--- config.mk ---
export PLATFORM = sky130hd
export DESIGN_NAME = ffib_collect
export DESIGN_NICKNAME = d
export VERILOG_FILES = /design/src/first_fit_interval_booking_unit_macros.svh /design/src/ffib_pkg.sv /design/src/ffib_collect.sv
export SDC_FILE = /design/constraint.sdc
export NUM_CORES = 1
export LEC_CHECK = 0
export BUFFER_PORTS_ARGS = -buffer_cell sky130_fd_sc_hd__buf_4
export CAP_MARGIN = 0
export CORE_MARGIN = 4
export CORE_UTILIZATION = 44
export CTS_CLUSTER_SIZE = 8
export DETAILED_ROUTE_END_ITERATION = 8
export PLACE_DENSITY_LB_ADDON = 0.1
export SLEW_MARGIN = 20
export SYNTH_ARGS = -nofsm -noshare
export SYNTH_HDL_FRONTEND = slang
export SYNTH_SLANG_ARGS = --single-unit
--- constraint.sdc ---
create_clock -name clock -period 5.8 [get_ports clock]
set_clock_uncertainty 0.2 [all_clocks]
set_input_delay 0.58 -clock clock [delete_from_list [all_inputs] [get_ports clock]]
set_output_delay 0.58 -clock clock [all_outputs]
set_load 0.005 [all_outputs]
--- src/first_fit_interval_booking_unit_macros.svh ---
// Assertion macros for the first-fit interval booking unit.
// Included by the RTL files that carry concurrent assertions.
`ifndef FIRST_FIT_INTERVAL_BOOKING_UNIT_MACROS_SVH
`define FIRST_FIT_INTERVAL_BOOKING_UNIT_MACROS_SVH

// Same-cycle implication, checked on every rising clock edge outside reset.
`define FFIB_ASSERT_NOW(label, ante, cons, msg) \
   label: assert property (@(posedge clock) disable iff (reset) (ante) |-> (cons)) \
      else $error(msg);

// Next-cycle implication.
`define FFIB_ASSERT_NEXT(label, ante, cons, msg) \
   label: assert property (@(posedge clock) disable iff (reset) (ante) |=> (cons)) \
      else $error(msg);

`endif

--- src/ffib_pkg.sv ---
// Shared types and constants of the first-fit interval booking unit.
// No dependencies.
`default_nettype none

package ffib_pkg;

   localparam int START_W = 30;
   localparam int DUR_W   = 24;
   localparam int TIME_W  = 33;
   // Candidate times carry two extra bits so that end + 1 + span never wraps.
   localparam int CAND_W  = 35;

   // Candidate interval travelling down the cell chain.
   typedef struct packed {
      logic              valid;
      logic              is_pref;
      logic              conflict;
      logic [CAND_W-1:0] first;
      logic [CAND_W-1:0] last;
   } token_type;

   // Entry of the candidate-start shift chain.
   typedef struct packed {
      logic              valid;
      logic [CAND_W-1:0] start;
   } cand_type;

   // Booking write, broadcast to all cells.
   typedef struct packed {
      logic [TIME_W-1:0] first;
      logic [TIME_W-1:0] last;
   } booking_type;

   // Chain control from the sequencer to every cell.
   typedef struct packed {
      logic load;
      logic shift;
   } chain_ctl_type;

endpackage

`default_nettype wire

--- src/ffib_collect.sv ---
// Result collector at the tail of the cell chain: records whether the
// preferred interval was free and the smallest free fallback start. Uses ffib_pkg.
`default_nettype none

module ffib_collect
   import ffib_pkg::*;
(
   input  wire logic              clock,
   input  wire logic              reset,
   input  wire logic              clear,
   input  wire token_type         tok,
   output      logic              pref_free,
   output      logic              found,
   output      logic [CAND_W-1:0] best
);

   logic              pref_free_ff, found_ff;
   logic [CAND_W-1:0] best_ff;

   always_ff @(posedge clock) begin
      if (reset || clear) begin
         pref_free_ff <= 1'b0;
         found_ff     <= 1'b0;
      end else if (tok.valid && !tok.conflict) begin
         if (tok.is_pref) begin
            pref_free_ff <= 1'b1;
         end else if (!found_ff || tok.first < best_ff) begin
            found_ff <= 1'b1;
         end
      end
   end

   always_ff @(posedge clock) begin
      if (tok.valid && !tok.conflict && !tok.is_pref && (!found_ff || tok.first < best_ff))
      begin
         best_ff <= tok.first;
      end
   end

   assign pref_free = pref_free_ff;
   assign found     = found_ff;
   assign best      = best_ff;

endmodule

`default_nettype wire

==> results.ini, run 1 <==
[detailed_routing]
wl_per_cell_um = 13.57
wl_um = 4140
drtIter0Drc = 38
vias = 1513
drt_first_pass_iters = 4
drc = 0
avgViaCountPerCell = 4.961
ant_nets = 0

[clock_network]
clockRootBuffer = clkbuf_8
clk_pin_slew_ps = 70
clk_latency_ps = 280
post_cts_resized = 0
cts_max_path_buffers = 2
postCtsSetupRepairBufs = 0
cts.sinks = 37
cts_tree = yes
numCtsBuffers = 5
cts_hold_buffers = 0
htreeDepth = 2

[layout]
final_nets = 363
stdcell_count = 305
final_common_cell = buf_4
fin_util = 0.6299
nFillCells = 369
mostFrequentLayoutCells = buf_4, inv_1, edfxtp_1, ha_1, a21oi_1
design_area_um2 = 2761
n_antenna_cell = 0
syn2layout_area_growth_pct = 37.34
drive_gt1_frac = 0.3557

[floorplanning]
rows = 24
core_area_um2 = 4384
io_pins = 113
die_area_um2 = 5715
die_w_um = 75.60
start_util = 0.4586
die_y_um = 75.60

[sta]
rsz0062_at_grt = no
worst_pin_slew_ps = 816.1
slew_violations = 0
holdWs_ps = 265.9
hold_viol = 0
period_minus_slack_ps = 3262
fmax_mhz = 306.6
relSlewSlack = 0.4559
timing.setup.tns_ps = 0
fin_crit_sh = 0.5624
setup_viol = 0

[setup_path]
startpoint_type = primary input
end_kind = register
critPathKind = primary input to register
critical_path.startpoint = tok[55]
crit_arrival_ps = 3020
cp_max_fo = 19
r2r-start = best[20]
crit_required_ps = 5560

[placed_design]
dp_cells = 298
dp_hpwl_um = 3448
port_buffers = 77
gp_congestion = 0.7332
postPlaceCellArea_um2 = 2685

[worst_hold_path]
hold_start = reset
min_path_type = primary input to register

[pwr]
p_leak_nw = 1.324
peakVddDrop_mv = 0.1233
power_density_nw_per_um2 = 200.1

[run]
maxCapViolations = 0

[yosys]
yosysWarnings = 0
ys_ff_latch = 37
syn_area_per_cell_um2 = 12.04
synth_flop_cell = edfxtp_1
syn_area_um2 = 2011
ys_seq_area_frac = 0.5426
synth.distinct_cells = 25
synth_nets = 277
netlist_instances = 167
synth_edf_count = 35
synthArstFlopShare = 0

[global_routing]
grt_max_degree = 20
antenna_found_initial = 0
gr-total-overflow = 0
grt_pass1_vias = 1539
grt_pass1_wl_um = 6589
track_usage = 0.1510

[outcome]
run_status = complete, no violations

-- worst max-delay path, cell delays in order --
cell       delay, ps
buf_4            110
ha_1             310
and4_2           250
and4_1           220
nand3_1          100
o221ai_2         110
a2111oi_4        800
buf_6            230
buf_4            280
-- power by group --
part,total [mW],leakage (nW),switching (mW),internal (mW)
Sequential,0.305,0.338,0.00370,0.301
Combinational,0.0812,0.947,0.0368,0.0445
Clock,0.166,0.0387,0.0854,0.0810
Total,0.553,1.32,0.126,0.427
-- path summary, 6_finish.rpt --
path / end / slack (ps) / cells past startpoint
max reg2reg: best[29] / 2560 / 9
min reg2reg: pref_free / 340 / 2
min: found / 270 / 2
max: best[29] / 2540 / 9
-- cell families (layout without fill, tap and decap cells) --
family	after synthesis	after routing	share of synthesized area
buffers and inverters	36	122	0.06721
flip-flops	37	37	0.5426
adder cells (fa/ha/maj)	34	34	0.2116
AO/OA/AOI/OAI	31	31	0.1033
AND/OR/NAND/NOR	29	29	0.07530
-- routing by layer --
metal / vias to the layer above / part of all wire / track usage
li1: 772 / - / -
met1: 684 / 0.46 / 0.1992
met2: 53 / 0.44 / 0.2368
met3: 4 / 0.093 / 0.04881
met4: 0 / 0.0082 / 0.04660
met5: - / 0 / 0
-- synthesized netlist by cell type, types with 3 or more instances --
cell | count | area share
ha_1 | 34 | 0.21
a21oi_1 | 15 | 0.037
edfxtp_1 | 35 | 0.52
inv_1 | 36 | 0.067
nand2_1 | 13 | 0.024
nand3_1 | 3 | 0.0075
o21ai_0 | 4 | 0.010
and4_1 | 4 | 0.017
-- flip-flops by register name (all words and copies together) (netlist names) --
register,cells
pref_free,1
found,1
best,35
-- layout make-up --
type                       instances  area (um^2)  share of cell area
multi-input combinational         94        797.0              0.2886
timing repair buffer              79        596.8              0.2161
inverter                          36        135.1             0.04894
clock buffer                       6        72.57             0.02628
sequential                        37         1091              0.3951
tap                               52        65.06             0.02356
clock inverter                     1        3.754            0.001359
-- metrics by stage --
step                      setup WS [ps]  power (mW)
after floorplan                    1339      0.3464
after global placement             2000      0.3908
after detailed placement           2202      0.3933
after CTS                          2510      0.5618
after global routing               2387      0.5825
final                              2538      0.5526
Power figures use the tool's default switching activity.
==> run 2, diff against run 1 <==
Settings changed: CORE_UTILIZATION 44 to 40.
Clock period 5.8 ns to 2.9 ns, I/O delays scaled along.
==> results.ini, run 2 (synthesized netlist as in run 1, its figures left out) <==
[placed_design]
dp_cells = 313  ; +5.0%
port_buffers = 77  ; unchanged
preCtsSetupSlack_ps = 295.1  ; -1907 ps
gp_congestion = 0.7042  ; -4.0%
dp_hpwl_um = 3456  ; +0.24%

[clock_network]
cts_max_path_buffers = 2  ; unchanged
cts_tree = yes
numCtsBuffers = 5  ; unchanged
cts.sinks = 37  ; unchanged
htreeDepth = 2  ; unchanged
clk_latency_ps = 290  ; about the same
clk_pin_slew_ps = 70  ; about the same
clockRootBuffer = clkbuf_8

[sta]
setup_slack_ps = 44.90  ; -2493 ps
hold_viol = 0  ; unchanged
period_minus_slack_ps = 2855
slew_violations = 0  ; unchanged
timing.setup.tns_ps = 0  ; unchanged
fin_crit_sh = 0.9845
relSlewSlack = 0.7448  ; +0.2889
worst_pin_slew_ps = 382.8  ; -433.4 ps
setup_viol = 0  ; unchanged
fmax_mhz = 350.3

[floorplanning]
start_util = 0.4201  ; -0.03849
rows = 25  ; +4.2%
die_y_um = 78.90  ; +4.4%
die_w_um = 78.90  ; +4.4%
die_area_um2 = 6225  ; +8.9%
core_area_um2 = 4786  ; +9.2%
io_pins = 113  ; unchanged

[pwr]
peakVddDrop_mv = 0.3142  ; +150%
power_density_nw_per_um2 = 377.6  ; +89%
p_leak_nw = 1.537  ; +16%

[detailed_routing]
drt_first_pass_iters = 4  ; unchanged
vias = 1677  ; +11%
drtIter0Drc = 24  ; -37%
avgViaCountPerCell = 4.607  ; -7.1%
wl_per_cell_um = 13.51  ; -0.44%
drc = 0  ; unchanged
ant_nets = 0  ; unchanged
wl_um = 4919  ; +19%

[layout]
syn2layout_area_growth_pct = 68.20
final_common_cell = buf_4
final_nets = 406  ; +12%
n_antenna_cell = 0  ; unchanged
mostFrequentLayoutCells = buf_4, dlygate4sd3_1, inv_1, edfxtp_1, ha_1
drive_gt1_frac = 0.3838  ; +0.02811
largest_reg_flops = 35  ; unchanged
stdcell_count = 364  ; +19%
nFillCells = 363  ; -1.6%

[outcome]
run_status = complete, no violations

[setup_path]
crit_arrival_ps = 2660  ; -360 ps
critPathKind = primary input to register
cp_slowest_stage_delay_ps = 540  ; -260 ps
slowest_stage = dlygate4sd3_1
end_kind = register
cp_max_fo = 8  ; -11
startpoint_type = primary input
crit_required_ps = 2710  ; -2850 ps
crit_path_cell_trace = dlygate4sd3_1 -> buf_4 -> ha_4 -> a21oi_2 -> o21ai_2 -> a221oi_4 -> o221ai_2 -> a2111oi_4 -> buf_4 -> buf_8
cpMostUsedCell = buf_4

[global_routing]
antenna_found_initial = 0  ; unchanged
gr-total-overflow = 0  ; unchanged
grt_max_degree = 19  ; -5.0%
track_usage = 0.1579  ; +0.006940
grt_pass1_vias = 1709  ; +11%
grt_pass1_wl_um = 7700  ; +17%

[run]
maxCapViolations = 0  ; unchanged

[worst_hold_path]
min_path_type = primary input to register

[run 2: cell count changes in the layout (fill, tap and decap cells not counted), moves of 2 or more]
cell and change:
o21ai_0 -2, ha_4 +7, and4_1 -3, a21oi_1 -4, and4_4 +3, dlygate4sd3_1 +38
ha_1 -7, buf_8 +2, a21oi_2 +4
[run 2: final cells by class]
cell class              count  area (um^2)  area share
clock buffers               6        72.57     0.02146
repair buffers            122         1031      0.3048
multi-input cells          94        934.6      0.2764
clock inverters             2        33.78    0.009989
flip-flops and latches     37         1091      0.3226
well taps                  67        83.83     0.02479
inverters                  36        135.1     0.03996
[run 2: stage by stage]
step | util | hold slack (ps) | instance area [um^2] | total power, mW
floorplan | - | 166.8 | 2048 | 0.6956
global placement | 0.5694 | 268.6 | 2725 | 0.7861
detailed placement | 0.5694 | 268.8 | 2725 | 0.7894
CTS | 0.6711 | 141.9 | 3212 | 1.269
global route | 0.7067 | 147.0 | 3382 | 1.337
finish | 0.7067 | 140.6 | 3382 | 1.277
[run 2: final timing paths]
path | cells past startpoint | endpoint | start | slack, ps
max | 10 | best[7] | tok[57] | 40
min | 3 | pref_free | tok[72] | 140
max reg2reg | 9 | best[7] | best[22] | 280
min reg2reg | 2 | pref_free | pref_free | 350
[run 2: timing repair]
action | in CTS | in global routing
hold buffers | 38 | 0
gates resized for setup | 0 | 29
buffers inserted | 0 | 2
endpoints found under the hold margin | 37 | 0
endpoints found under the setup margin | 0 | 35
[run 2: routing by layer]
| metal | GRT usage | routed length, um | part of all wire |
|---|---|---|---|
| met3 | 0.03061 | 247 | 0.050 |
| met4 | 0.06186 | 61 | 0.012 |
| met5 | 0 | 0 | 0 |
| met1 | 0.2013 | 2162 | 0.44 |
| met2 | 0.2649 | 2446 | 0.50 |
[run 2: where the power goes]
part | total (mW) | internal [mW] | switching (mW) | leakage (nW)
Combinational | 0.235 | 0.139 | 0.0959 | 1.15
Sequential | 0.610 | 0.602 | 0.00790 | 0.338
Clock | 0.432 | 0.254 | 0.178 | 0.0528
Total | 1.28 | 0.995 | 0.282 | 1.54
[run 2: critical path, delay by kind of cell]
kind            cells  cell delay, ps
compound gates      5            1090
fa+ha+maj           1             240
buf+inv             4            1030
==> run 3, diff against run 2 <==
Settings changed: SETUP_SLACK_MARGIN set to 0.4.
==> results.ini, run 3 (synthesized netlist as in run 1, its figures left out) <==
[outcome]
run_status = complete, no violations

[layout]
stdcell_count = 370  ; +1.6%
design_area_um2 = 3453  ; +2.1%
mostFrequentLayoutCells = buf_4, dlygate4sd3_1, edfxtp_1, inv_1, ha_1
n_antenna_cell = 0  ; unchanged
largest_reg_flops = 35  ; unchanged
nFillCells = 369  ; +1.7%
syn2layout_area_growth_pct = 71.75
final_nets = 412  ; +1.5%
drive_gt1_frac = 0.3993  ; +0.01550
final_common_cell = buf_4

[clock_network]
cts_max_path_buffers = 2  ; unchanged
clockRootBuffer = clkbuf_8
cts.sinks = 37  ; unchanged
numCtsBuffers = 5  ; unchanged
clk_pin_slew_ps = 80  ; about the same
htreeDepth = 2  ; unchanged
clk_latency_ps = 290  ; about the same
cts_tree = yes

[sta]
slew_violations = 0  ; unchanged
setup_slack_ps = 409.0  ; +364.0 ps
fmax_mhz = 401.4  ; +15%
hold_viol = 0  ; unchanged
worst_pin_slew_ps = 269.2  ; -113.6 ps
setup_viol = 0  ; unchanged
period_minus_slack_ps = 2491  ; -364.0 ps
timing.setup.tns_ps = 0  ; unchanged
rsz0062_at_grt = yes
fin_crit_sh = 0.8590  ; -0.1255
relSlewSlack = 0.8190  ; +0.07423

[pwr]
p_sw_uw = 285.2  ; +1.2%
seq_power_share = 0.474  ; -0.004
p_leak_nw = 1.574  ; +2.4%
total_power_mw = 1.287  ; +0.78%
p_int_mw = 1.002  ; +0.64%
peakVddDrop_mv = 0.2928  ; -6.8%
swShare = 0.2216  ; +0.001029
power_density_nw_per_um2 = 372.7  ; -1.3%
p_comb_frac = 0.187  ; +0.003
p_clk_frac = 0.339  ; about the same

[detailed_routing]
ant_nets = 0  ; unchanged
drtIter0Drc = 58  ; +140%
wl_um = 5016  ; +2.0%
vias = 1723  ; +2.7%
wl_per_cell_um = 13.56  ; +0.32%
drt_first_pass_iters = 4  ; unchanged
drc = 0  ; unchanged
avgViaCountPerCell = 4.657  ; +1.1%

[floorplanning]
rows = 25  ; unchanged
die_y_um = 78.90  ; unchanged
core_area_um2 = 4786  ; unchanged
io_pins = 113  ; unchanged
die_w_um = 78.90  ; unchanged
die_area_um2 = 6225  ; unchanged
start_util = 0.4201  ; unchanged

[global_routing]
antenna_found_initial = 0  ; unchanged
track_usage = 0.1661  ; +0.008156
grt_pass1_vias = 1735  ; +1.5%
grt_max_degree = 12  ; -7
gr-total-overflow = 0  ; unchanged
grt_pass1_wl_um = 8045  ; +4.5%

[placed_design]
postPlaceCellArea_um2 = 2725  ; unchanged
preCtsSetupSlack_ps = 295.1  ; unchanged
gp_congestion = 0.7042  ; unchanged
port_buffers = 77  ; unchanged
dp_hpwl_um = 3456  ; unchanged
dp_cells = 313  ; unchanged

[setup_path]
r2r_slack_ps = 410  ; +130 ps
crit_path_cell_trace = inv_2 -> ha_4 -> a21oi_2 -> o21ai_2 -> a221oi_4 -> o221ai_2 -> a2111oi_4 -> buf_6 -> buf_8
crit_path_end = best[15]
slowest_stage = edfxtp_1
end_kind = register
crit_family = compound AO/OA/AOI/OAI gates
critical_path.startpoint = best[22]
r2r-start = best[22]
cp_max_fo = 9  ; +1
critPathKind = register to register
reg2reg_to = best[15]
cp_slowest_stage_delay_ps = 410  ; -130 ps
cp.depth = 9  ; -1
crit_arrival_ps = 2300  ; -360 ps
worst-path-buf-inv = 3  ; -1
reg2regPathDepth = 9  ; unchanged
crit_required_ps = 2710  ; about the same
startpoint_type = register

[run]
maxCapViolations = 0  ; unchanged

[worst_hold_path]
min_path_type = primary input to register

run 3: cell types whose count changed in the layout (fill, tap and decap cells not counted), sizes merged:
cell	delta
buf	+6
run 3: how the worst min path moves through the flow:
stage | to | cells after the start | slack [ps] | startpoint
floorplan | found | 1 | 170 | reset
global placement | found | 2 | 270 | reset
detailed placement | found | 2 | 270 | reset
CTS | pref_free | 3 | 140 | tok[71]
global route | pref_free | 3 | 150 | tok[72]
finish | pref_free | 3 | 150 | tok[72]
run 3: what timing repair did:
action                     4_1_cts  5_1_grt
setup endpoints to repair       35       35
hold buffers                    38        0
pin swaps                        4        4
hold endpoints to repair        37        0
gates resized for setup         15       17
buffers inserted                 2        6
gates cloned                     3        0
run 3: worst min-delay path, cell delays in order:
cell and delay (ps):
buf_4 90, a31oi_1 70, nor3_1 130
run 3: cell type report:
| class | count | area, um^2 | share of cell area |
|---|---|---|---|
| Clock buffer | 6 | 72.57 | 0.02101 |
| Clock inverter | 2 | 33.78 | 0.009783 |
| Inverter | 36 | 135.1 | 0.03913 |
| Multi-Input combinational cell | 94 | 922.1 | 0.2670 |
| Sequential cell | 37 | 1091 | 0.3159 |
| Tap cell | 67 | 83.83 | 0.02428 |
| Timing Repair Buffer | 128 | 1115 | 0.3228 |
run 3: metrics by stage:
stage	util	hold WS, ps
2_1_floorplan	-	166.8
3_3_place_gp	0.5694	268.6
3_5_place_dp	0.5694	268.8
4_1_cts	0.6939	142.6
5_1_grt	0.7216	153.9
6_report	0.7216	153.0
run 3: routing by layer:
metal	vias up	routed length (um)	GRT usage
li1	872	-	-
met4	0	61	0.06186
met5	-	0	0
met3	5	221	0.02834
met1	801	2272	0.2141
met2	45	2460	0.2801
run 3: power by group through the flow:
| stage | registers (mW) | logic (mW) | clock network, mW |
|---|---|---|---|
| floorplan | 0.623 | 0.0724 | 0 |
| global placement | 0.621 | 0.165 | 0 |
| detailed placement | 0.622 | 0.167 | 0 |
| CTS | 0.610 | 0.221 | 0.449 |
| global route | 0.611 | 0.267 | 0.469 |
| finish | 0.610 | 0.241 | 0.436 |
