--- src/first_fit_interval_booking_unit_macros.svh ---
// Assertion macros for the first-fit interval booking unit.
// Included by the RTL files that carry concurrent assertions.
`ifndef FIRST_FIT_INTERVAL_BOOKING_UNIT_MACROS_SVH
`define FIRST_FIT_INTERVAL_BOOKING_UNIT_MACROS_SVH

// Same-cycle implication, checked on every rising clock edge outside reset.
`define FFIB_ASSERT_NOW(label, ante, cons, msg) \
   label: assert property (@(posedge clock) disable iff (reset) (ante) |-> (cons)) \
      else $error(msg);

// Next-cycle implication.
`define FFIB_ASSERT_NEXT(label, ante, cons, msg) \
   label: assert property (@(posedge clock) disable iff (reset) (ante) |=> (cons)) \
      else $error(msg);

`endif

--- src/ffib_pkg.sv ---
// Shared types and constants of the first-fit interval booking unit.
// No dependencies.
`default_nettype none

package ffib_pkg;

   localparam int START_W = 30;
   localparam int DUR_W   = 24;
   localparam int TIME_W  = 33;
   // Candidate times carry two extra bits so that end + 1 + span never wraps.
   localparam int CAND_W  = 35;

   // Candidate interval travelling down the cell chain.
   typedef struct packed {
      logic              valid;
      logic              is_pref;
      logic              conflict;
      logic [CAND_W-1:0] first;
      logic [CAND_W-1:0] last;
   } token_type;

   // Entry of the candidate-start shift chain.
   typedef struct packed {
      logic              valid;
      logic [CAND_W-1:0] start;
   } cand_type;

   // Booking write, broadcast to all cells.
   typedef struct packed {
      logic [TIME_W-1:0] first;
      logic [TIME_W-1:0] last;
   } booking_type;

   // Chain control from the sequencer to every cell.
   typedef struct packed {
      logic load;
      logic shift;
   } chain_ctl_type;

endpackage

`default_nettype wire

--- src/ffib_cell.sv ---
// One booking cell: holds one stored booking, checks passing candidates
// against it and shifts candidate starts toward the head. Uses ffib_pkg.
`default_nettype none

module ffib_cell
   import ffib_pkg::*;
(
   input  wire logic          clock,
   input  wire logic          reset,
   input  wire logic          occupied,
   input  wire logic          wr_en,
   input  wire booking_type   wr_data,
   input  wire chain_ctl_type ctl,
   input  wire token_type     tok_in,
   output      token_type     tok_out,
   input  wire cand_type      cand_in,
   output      cand_type      cand_out
);

   booking_type bk_ff;
   token_type   pass_ff, pass_in;
   cand_type    cstart_ff, cstart_in;
   logic        overlap;

   always_ff @(posedge clock) begin
      if (wr_en) begin
         bk_ff <= wr_data;
      end
   end

   // Overlap unless the booking ends before the candidate or starts after it.
   always_comb begin
      overlap = !(({2'b00, bk_ff.last} < tok_in.first) ||
                  ({2'b00, bk_ff.first} > tok_in.last));
      pass_in = tok_in;
      if (tok_in.valid && occupied && overlap) begin
         pass_in.conflict = 1'b1;
      end
   end

   always_ff @(posedge clock) begin
      if (reset) begin
         pass_ff.valid <= 1'b0;
      end else begin
         pass_ff.valid <= pass_in.valid;
      end
      pass_ff.is_pref  <= pass_in.is_pref;
      pass_ff.conflict <= pass_in.conflict;
      pass_ff.first    <= pass_in.first;
      pass_ff.last     <= pass_in.last;
   end

   always_comb begin
      cstart_in = cstart_ff;
      if (ctl.load) begin
         cstart_in.valid = occupied;
         cstart_in.start = {2'b00, bk_ff.last} + CAND_W'(1);
      end else if (ctl.shift) begin
         cstart_in = cand_in;
      end
   end

   always_ff @(posedge clock) begin
      if (reset) begin
         cstart_ff.valid <= 1'b0;
      end else begin
         cstart_ff.valid <= cstart_in.valid;
      end
      cstart_ff.start <= cstart_in.start;
   end

   assign tok_out  = pass_ff;
   assign cand_out = cstart_ff;

endmodule

`default_nettype wire

--- config.mk ---
export PLATFORM = sky130hd
export DESIGN_NAME = ffib_cell
export DESIGN_NICKNAME = d
export VERILOG_FILES = /design/src/first_fit_interval_booking_unit_macros.svh /design/src/ffib_pkg.sv /design/src/ffib_cell.sv
export SDC_FILE = /design/constraint.sdc
export NUM_CORES = 1
export LEC_CHECK = 0
export ABC_CLOCK_PERIOD_IN_PS = 4680
export BUFFER_PORTS_ARGS = -buffer_cell sky130_fd_sc_hd__buf_4
export CAP_MARGIN = 10
export CORE_AREA = 5 5 127 129
export CTS_CLUSTER_DIAMETER = 120
export CTS_CLUSTER_SIZE = 28
export DETAILED_ROUTE_END_ITERATION = 16
export DIE_AREA = 0 0 132 134
export PLACE_DENSITY = 0.86
export SLEW_MARGIN = 20
export SYNTH_ARGS = -nofsm -noshare
export SYNTH_HDL_FRONTEND = slang
export SYNTH_SLANG_ARGS = --single-unit
export TNS_END_PERCENT = 30
--- constraint.sdc ---
create_clock -name clock -period 4.68 [get_ports clock]
set_clock_uncertainty 0.2 [all_clocks]
set_input_delay 0.234 -clock clock [delete_from_list [all_inputs] [get_ports clock]]
set_output_delay 0.234 -clock clock [all_outputs]
set_load 0.01 [all_outputs]
==> flow_summary.yaml, run 1 <==
status:
  status: "finished clean"
yosys:
  avgSynthCellArea_um2: 12.3
  ys_types: 38
  syn_nets: 829
  synth_area_um2: 7160
  ys_seq_area_share_pct: 63.0
  synthFlopType: "edfxtp_1"
  synth_edf_count: 101
  synthCells: 582
  synth_warnings: 0
  async_flop_share_pct: 0
  synth-seq-cells: 175
critical_path:
  cp-start-kind: "input port"
  cp-end-kind: "flip-flop"
  worst_ep_required_time_ns: 4.77
  arrival_ns: 2.78
  timing.rr.start: "bk_ff[0]$_DFFE_PP_"
  critPathKind: "input port to flip-flop"
  critPathLaunch: "tok_in[31]"
  cp_max_fo: 2
cts:
  cts_buffers: 17
  htree_levels: 4
  clockBufferDepth: 2
  clk_latency_ns: 0.43
  cts_root_buf: "clkbuf_16"
  path_clk_slew_ns: 0.07
  cts_tree: "built"
  numClockSinks: 175
  cts_setup_buffers: 0
timing:
  fin_tns_setup_ns: 0
  min_period_ns: 2.69
  fin_crit_sh_pct: 57.6
  rsz0062_at_grt: "no"
  drv_slew: 0
  setup_viol: 0
  max_slew.worst_pin.slew_ns: 0.939
  max_freq_mhz: 371
  slew_headroom_pct: 37.4
  hold_viol_final: 0
power_and_ir_drop:
  ir_worst_vdd_mv: 0.237
  power_mw: 3.96
  leakagePower_nw: 5.42
  powerDensity_nw_per_um2: 333
placed_design:
  post-place-cells: 1049
  gp_congestion: 0.759
  port_buffers: 289
  dp_hpwl_um: 15100
grt:
  grt.total_usage_pct: 29.0
  grt_remaining_overflow: 0
  grt_first_pass_wirelength_um: 39900
  grt_max_degree: 71
  grt_pass1_vias: 7421
  antenna_found_initial: 1
layout:
  instances_no_fill: 1257
  area_growth_pct: 65.9
  nNetsFinal: 1302
  mostFrequentLayoutCell: "buf_4"
  layout_common_cells: "buf_4 (289), dlygate4sd3_1 (175), edfxtp_1 (101)"
  drive_above_1_share_pct: 30.5
  postLayoutCoreUtil_pct: 79.7
floorplan:
  start_util_pct: 48.0
  fp.dieW_um: 132
  fp.dieH_um: 134
  num_io_pins: 290
  core_um2: 14900
  rows: 45
  die_area_um2: 17700
run:
  maxCapViolations: 0
drt:
  drt-total-wl_um: 25700
  post_drt_via_cell_ratio: 5.18
  wl_per_cell_um: 20.5
  drt_first_pass_iters: 7
  drc: 0
  dr_total_vias: 6512
  drtIter0Drc: 414
  drtAntennaViolNets: 0
min_path:
  hp-class: "input port to flip-flop"
  min_from: "cand_in[0]"
sequential cells by signal, summed over array words and instances, names as in the netlist:
register and flops:
bk_ff 66, cand_out 36, tok_out 73
timing repair:
| action | 4_1_cts | 5_1_grt |
|---|---|---|
| hold buffers | 175 | 0 |
| resized for setup | 0 | 0 |
| setup endpoints to repair | 0 | 0 |
| endpoints found under the hold margin | 174 | 0 |
synth_stat cells (all sizes together), types with 3 or more instances:
master  count  area (um2)
edfxtp    101        3030
dfxtp      74        1480
inv        73         274
ha         66         826
a21oi      56         280
nor2       44         165
nand2      32         120
nand3      20         110
xor2       19         166
o21ai      12        60.1
xnor2      12         105
and4       10        87.6
nand4      10        62.6
clkbuf      8        30.0
and3        6        37.5
nor2b       6        37.5
a211oi      4        30.0
a221oi      3        26.3
power breakdown:
part	internal (mW)	total, mW	switching (mW)
clock	0.854	1.49	0.638
sequential	1.75	1.81	0.0610
combinational	0.363	0.659	0.295
per-stage QoR:
| step | setup slack, ns | hold WS (ns) | area [um2] |
|---|---|---|---|
| CTS | 2.03 | 0.0327 | 11900 |
| global route | 1.87 | 0.0644 | 11900 |
| finish | 1.99 | 0.0611 | 11900 |
| detailed placement | 2.08 | 0.140 | 9520 |
| floorplan | 2.49 | 0.0617 | 7160 |
| global placement | 2.10 | 0.139 | 9520 |
critical path, stage by stage:
cell	delay (ns)
dlygate4sd3_1	0.56
buf_4	0.12
inv_1	0.05
ha_1	0.31
nand3_1	0.12
or4_1	0.52
or3_1	0.44
a31oi_1	0.21
a211o_1	0.16
a32oi_1	0.05
layer usage:
layer  up-vias  global-route usage, %  wire (um)
met1      3042                   30.4       8890
li1       3000                      -          -
met2       385                   53.3      13700
met4         0                   13.4       1100
met5         -                      0          0
met3        85                   8.36       2060
logic make-up after synthesis:
kind of cell    count (synthesis)  share of synthesized area (%)
compound gates                 86                           6.71
mux                             3                          0.437
simple gates                  138                           10.0
xor+xnor                       31                           3.79
flops                         175                           63.0
buf+inv                        83                           4.45
fa+ha+maj                      66                           11.5
layout make-up:
cell class              count  area, um2
inverters                  73        274
fillers                   789       3040
repair buffers            464       3920
diodes                      1       2.50
clock inverters            14        180
multi-input cells         324       2330
clock buffers              18        429
flip-flops and latches    175       4510
well taps                 188        235
final timing paths:
| kind | end | slack, ns | depth (start not counted) |
|---|---|---|---|
| min | cand_out[0]$_DFFE_PP_ | 0.06 | 3 |
| max | tok_out[70]$_SDFF_PP1_ | 1.99 | 10 |
| max reg2reg | cand_out[28]$_DFFE_PP_ | 2.05 | 7 |
| min reg2reg | cand_out[26]$_DFFE_PP_ | 0.52 | 2 |
Note: power is estimated with default switching activity, not from simulation.
==> run 2: changes to the inputs <==
--- a/config.mk
+++ b/config.mk
@@ -5,15 +5,15 @@
 export SDC_FILE = /design/constraint.sdc
 export NUM_CORES = 1
 export LEC_CHECK = 0
-export ABC_CLOCK_PERIOD_IN_PS = 4680
+export ABC_CLOCK_PERIOD_IN_PS = 2400
 export BUFFER_PORTS_ARGS = -buffer_cell sky130_fd_sc_hd__buf_4
 export CAP_MARGIN = 10
-export CORE_AREA = 5 5 127 129
+export CORE_AREA = 5 5 134 136
 export CTS_CLUSTER_DIAMETER = 120
 export CTS_CLUSTER_SIZE = 28
 export DETAILED_ROUTE_END_ITERATION = 16
-export DIE_AREA = 0 0 132 134
-export PLACE_DENSITY = 0.86
+export DIE_AREA = 0 0 139 141
+export PLACE_DENSITY = 0.82
 export SLEW_MARGIN = 20
 export SYNTH_ARGS = -nofsm -noshare
 export SYNTH_HDL_FRONTEND = slang
==> constraint.sdc (replaced) <==
create_clock -name clock -period 2.4 [get_ports clock]
set_clock_uncertainty 0.2 [all_clocks]
set_input_delay 0.12 -clock clock [delete_from_list [all_inputs] [get_ports clock]]
set_output_delay 0.12 -clock clock [all_outputs]
set_load 0.01 [all_outputs]
==> run 2 against run 1 <==
  * Non-clock buffer count increased by 28
  * Flip-flop and latch count unchanged
  * Global-route usage decreased by 3.8 points
  * Clock power increased by 85%
  * Sequential share of layout area decreased by 1.0 points
  * Critical path depth decreased by 2
  * Largest cell class unchanged
  * Largest power group unchanged
==> flow_summary.yaml, run 2 (same netlist as run 1, synthesis figures left out) <==
status:
  status: "finished clean"
critical_path:
  max_stage_delay_ns: 0.44
  crit_path_frequent_cell: "o31ai_1"
  critPathKind: "flip-flop to flip-flop"
  cp-start-kind: "flip-flop"
  worst_ep_required_time_ns: 2.49
  cp-end-kind: "flip-flop"
  slowest_stage: "edfxtp_1"
  crit_chain: "ha_1 -> a21oi_1 -> nand2_1 -> a221oi_2 -> o31ai_1 -> o31ai_1 -> buf_4 -> a32oi_1"
  cp_max_fo: 4
  arrival_ns: 2.49
floorplan:
  num_io_pins: 290
  rows: 48
  core_um2: 16800
  die_area_um2: 19600
  start_util_pct: 42.6
  fp.dieW_um: 139
  fp.dieH_um: 141
placed_design:
  dpl_worst_slack_ns: -0.0426
  dp_hpwl_um: 15800
  gp_congestion: 0.789
  post-place-cells: 1100
  port_buffers: 289
min_path:
  hp-class: "input port to flip-flop"
grt:
  grt_remaining_overflow: 0
  grt_first_pass_wirelength_um: 38200
  grt_pass1_vias: 7131
  grt.total_usage_pct: 25.2
  grt_max_degree: 63
  antenna_found_initial: 2
timing:
  fin_crit_sh_pct: 99.9
  fin_ws_ns: 0.00145
  min_period_ns: 2.40
  slew_headroom_pct: 66.7
  max_freq_mhz: 417
  max_slew.worst_pin.slew_ns: 0.500
  drv_slew: 0
  rsz0062_at_grt: "yes"
  hold_viol_final: 0
  fin_tns_setup_ns: 0
  setup_viol: 0
layout:
  largest_reg_flops: 73
  regArea_um2: 4510
  multi_input_area_um2: 2380
  layout_common_cells: "buf_4 (308), dlygate4sd3_1 (182), edfxtp_1 (101)"
  mostFrequentLayoutCell: "buf_4"
  nNetsFinal: 1330
  drive_above_1_share_pct: 32.5
  fillers: 1030
  area_growth_pct: 70.6
  instances_no_fill: 1325
cts:
  numClockSinks: 175
  clk_latency_ns: 0.43
  cts_root_buf: "clkbuf_16"
  htree_levels: 4
  cts_buffers: 17
  path_clk_slew_ns: 0.08
  clockBufferDepth: 2
  cts_tree: "built"
drt:
  dr_total_vias: 6573
  wl_per_cell_um: 19.1
  post_drt_via_cell_ratio: 4.96
  drtAntennaViolNets: 0
  drt_first_pass_iters: 6
  drtIter0Drc: 337
  drt-total-wl_um: 25300
  drc: 0
power_and_ir_drop:
  leakagePower_nw: 5.55
  powerDensity_nw_per_um2: 623
  ir_worst_vdd_mv: 0.473
run:
  maxCapViolations: 0
[run 2: cell types whose count changed in the layout (fill, tap and decap cells not counted), sizes merged]
| cell | change |
|---|---|
| diode | +3 |
| clkinv | +3 |
| clkbuf | +1 |
| clkinvlp | -1 |
| dlygate4sd3 | +7 |
| buf | +21 |
| inv | -1 |
| bufinv | -2 |
[run 2: worst paths after layout]
path / cells past startpoint / startpoint / endpoint / slack, ns
hold / removal: 2 / tok_in[6] / tok_out[6]$_DFF_P_ / 0.13
setup / recovery: 8 / bk_ff[25]$_DFFE_PP_ / tok_out[70]$_SDFF_PP1_ / 0.001
hold reg to reg: 2 / bk_ff[25]$_DFFE_PP_ / cand_out[25]$_DFFE_PP_ / 0.53
setup reg to reg: 8 / bk_ff[25]$_DFFE_PP_ / tok_out[70]$_SDFF_PP1_ / 0.001
[run 2: where the power goes]
part | internal [mW] | switching (mW)
Clock | 1.54 | 1.23
Sequential | 3.41 | 0.110
Combinational | 0.746 | 0.581
[run 2: layout make-up]
cell class | count | share of cell area (%)
flip-flops and latches | 175 | 37.0
well taps | 225 | 2.30
diodes | 4 | 0.0819
repair buffers | 492 | 34.2
clock buffers | 19 | 3.80
multi-input cells | 324 | 19.5
inverters | 73 | 2.24
clock inverters | 13 | 0.993
[run 2: metrics by stage]
step / hold slack, ns / power [mW] / utilization, % / area [um2]
global placement: 0.0252 / 4.53 / 57.7 / 9700
floorplan: -0.0523 / 3.96 / - / 7160
detailed placement: 0.0265 / 4.56 / 57.7 / 9700
finish: 0.130 / 7.61 / 72.6 / 12200
CTS: 0.121 / 7.54 / 72.1 / 12100
global route: 0.125 / 7.92 / 72.6 / 12200
[run 2: critical path, delay by kind of cell (launching register included)]
family,cells,cell delay [ns]
AND/OR/NAND/NOR,1,0.11
adder cells (fa/ha/maj),1,0.35
flip-flops,1,0.44
buffers and inverters,1,0.15
AO/OA/AOI/OAI,5,1.01
[run 2: per-layer routing]
metal  share of wire (%)  GRT usage, %  wire [um]  vias to the layer above
met4                 4.5          12.7       1150                        0
met3                 6.4          6.28       1610                       85
li1                    -             -          -                     3054
met1                  35          26.4       8800                     3095
met5                   0             0          0                        -
met2                  54          46.8      13700                      339
[run 2: repair_timing]
action	4_1_cts	5_1_grt
gates resized for setup	2	8
hold buffers	182	0
setup buffers	0	7
endpoints found under the hold margin	179	0
pin swaps	0	2
setup endpoints to repair	1	11
==> run 3: changes to the inputs <==
--- a/config.mk
+++ b/config.mk
@@ -13,6 +13,7 @@
 export CTS_CLUSTER_SIZE = 28
 export DETAILED_ROUTE_END_ITERATION = 16
 export DIE_AREA = 0 0 139 141
+export MAX_ROUTING_LAYER = met4
 export PLACE_DENSITY = 0.82
 export SLEW_MARGIN = 20
 export SYNTH_ARGS = -nofsm -noshare
==> run 3 against run 2 <==
  * Critical path type unchanged
  * Flip-flop and latch count stayed put
  * Total power hardly changed
  * Sequential share of layout area stayed put
  * Via count is 0.94% lower
  * Fmax is 1.7% higher
  * Cell count stayed put
  * Count of clock-buffer cells in the layout stayed put
==> flow_summary.yaml, run 3 (same netlist as run 1, synthesis figures left out) <==
drt:
  drt_first_pass_iters: 4
  drtAntennaViolNets: 0
  drtIter0Drc: 333
  dr_total_vias: 6511
  post_drt_via_cell_ratio: 4.91
  drc: 0
  drt-total-wl_um: 25300
  wl_per_cell_um: 19.1
layout:
  fillers: 1029
  area_growth_pct: 70.6
  largest_reg_flops: 73
  drive_above_1_share_pct: 32.5
  instances_no_fill: 1325
  layout_common_cells: "buf_4 (308), dlygate4sd3_1 (182), edfxtp_1 (101)"
  postLayoutCoreUtil_pct: 72.6
  mostFrequentLayoutCell: "buf_4"
  nNetsFinal: 1330
power_and_ir_drop:
  ir_worst_vdd_mv: 0.471
  powerDensity_nw_per_um2: 623
  leakagePower_nw: 5.55
timing:
  max_freq_mhz: 424
  hold_viol_final: 0
  drv_slew: 0
  setup_viol: 0
  rsz0062_at_grt: "yes"
  max_slew.worst_pin.slew_ns: 0.491
  min_period_ns: 2.36
  hold_ws_ns: 0.128
  slew_headroom_pct: 67.3
  fin_crit_sh_pct: 98.3
critical_path:
  reg2reg_to: "tok_out[70]$_SDFF_PP1_"
  rrSetupSlack_ns: 0.04
  crit_chain: "ha_1 -> and4_1 -> a221oi_2 -> o31ai_1 -> o31ai_1 -> buf_4 -> a32oi_1"
  timing.rr.start: "bk_ff[26]$_DFFE_PP_"
  cp-start-kind: "flip-flop"
  ff2ff_path_depth: 7
  crit_path_frequent_cell: "o31ai_1"
  cp-end-kind: "flip-flop"
  slowest_stage: "edfxtp_1"
  cp_max_fo: 3
  arrival_ns: 2.45
  max_stage_delay_ns: 0.44
  critPathKind: "flip-flop to flip-flop"
  worst_ep_required_time_ns: 2.49
floorplan:
  core_um2: 16800
  fp.dieH_um: 141
  start_util_pct: 42.6
  die_area_um2: 19600
  num_io_pins: 290
  fp.dieW_um: 139
  rows: 48
cts:
  clk_latency_ns: 0.43
  numClockSinks: 175
  cts_tree: "built"
  htree_levels: 4
  cts_root_buf: "clkbuf_16"
  path_clk_slew_ns: 0.08
  clockBufferDepth: 2
  cts_buffers: 17
min_path:
  holdPathStages: 2
  min_from: "tok_in[6]"
  worstHoldEndpoint: "tok_out[6]$_DFF_P_"
  hp-class: "input port to flip-flop"
grt:
  grt_remaining_overflow: 0
  grt_first_pass_wirelength_um: 38100
  grt_pass1_vias: 7146
  grt_max_degree: 63
  grt.total_usage_pct: 25.9
  antenna_found_initial: 2
placed_design:
  post-place-cells: 1100
  dp_hpwl_um: 15800
  gp_congestion: 0.800
  port_buffers: 289
status:
  status: "finished clean"
run:
  maxCapViolations: 0
==> run 3: cell type report <==
class | instances | area (um2) | share of cell area (%)
antenna | 4 | 10.0 | 0.0819
clock buffer | 19 | 464 | 3.80
clock inverter | 13 | 121 | 0.993
inverter | 73 | 274 | 2.24
multi-input combinational | 324 | 2380 | 19.5
sequential | 175 | 4510 | 37.0
tap | 225 | 282 | 2.30
timing repair buffer | 492 | 4170 | 34.2
==> run 3: worst max path at each step <==
stage                     depth (start not counted)                endpoint                start  slack (ns)
final                                             7  tok_out[70]$_SDFF_PP1_  bk_ff[26]$_DFFE_PP_        0.04
after global routing                              8  tok_out[70]$_SDFF_PP1_  bk_ff[21]$_DFFE_PP_       -0.03
after CTS                                         7  tok_out[70]$_SDFF_PP1_  bk_ff[63]$_DFFE_PP_        0.01
after detailed placement                          8  tok_out[70]$_SDFF_PP1_  bk_ff[22]$_DFFE_PP_       -0.04
after global placement                            8  tok_out[70]$_SDFF_PP1_  bk_ff[22]$_DFFE_PP_        0.02
after floorplan                                   7  tok_out[70]$_SDFF_PP1_  bk_ff[64]$_DFFE_PP_        0.21
==> run 3: layer usage <==
layer | GRT usage, % | routed length [um]
met3 | 5.16 | 1290
met2 | 46.7 | 13700
met4 | 13.7 | 1150
met5 | - | 0
met1 | 26.7 | 9110
==> run 3: worst max-delay path: cells and delay by family (launching register included) <==
kind	cells	cell delay (ns)
buf+inv	1	0.15
compound gates	4	0.86
fa+ha+maj	1	0.34
simple gates	1	0.25
flops	1	0.44
==> run 3: metrics by stage <==
| stage | power [mW] | setup WS [ns] | TNS (ns) | instance area (um2) |
|---|---|---|---|---|
| 6_report | 7.61 | 0.0418 | 0 | 12200 |
| 5_1_grt | 7.91 | -0.0341 | -0.107 | 12200 |
| 4_1_cts | 7.54 | 0.0123 | 0 | 12100 |
| 3_5_place_dp | 4.56 | -0.0426 | -0.0426 | 9700 |
| 3_3_place_gp | 4.53 | 0.0165 | 0 | 9700 |
| 2_1_floorplan | 3.96 | 0.209 | 0 | 7160 |
==> run 3: timing repair <==
item	CTS	global route
resized for setup	2	8
setup endpoints to repair	1	12
setup buffers	0	7
endpoints found under the hold margin	179	0
pin swaps	0	2
hold buffers	182	0
==> run 3: where the power goes <==
| part | switching (mW) | internal, mW | leakage [nW] | total [mW] |
|---|---|---|---|---|
| combinational | 0.579 | 0.746 | 3.64 | 1.33 |
| sequential | 0.110 | 3.41 | 1.62 | 3.52 |
| clock | 1.23 | 1.54 | 0.294 | 2.77 |
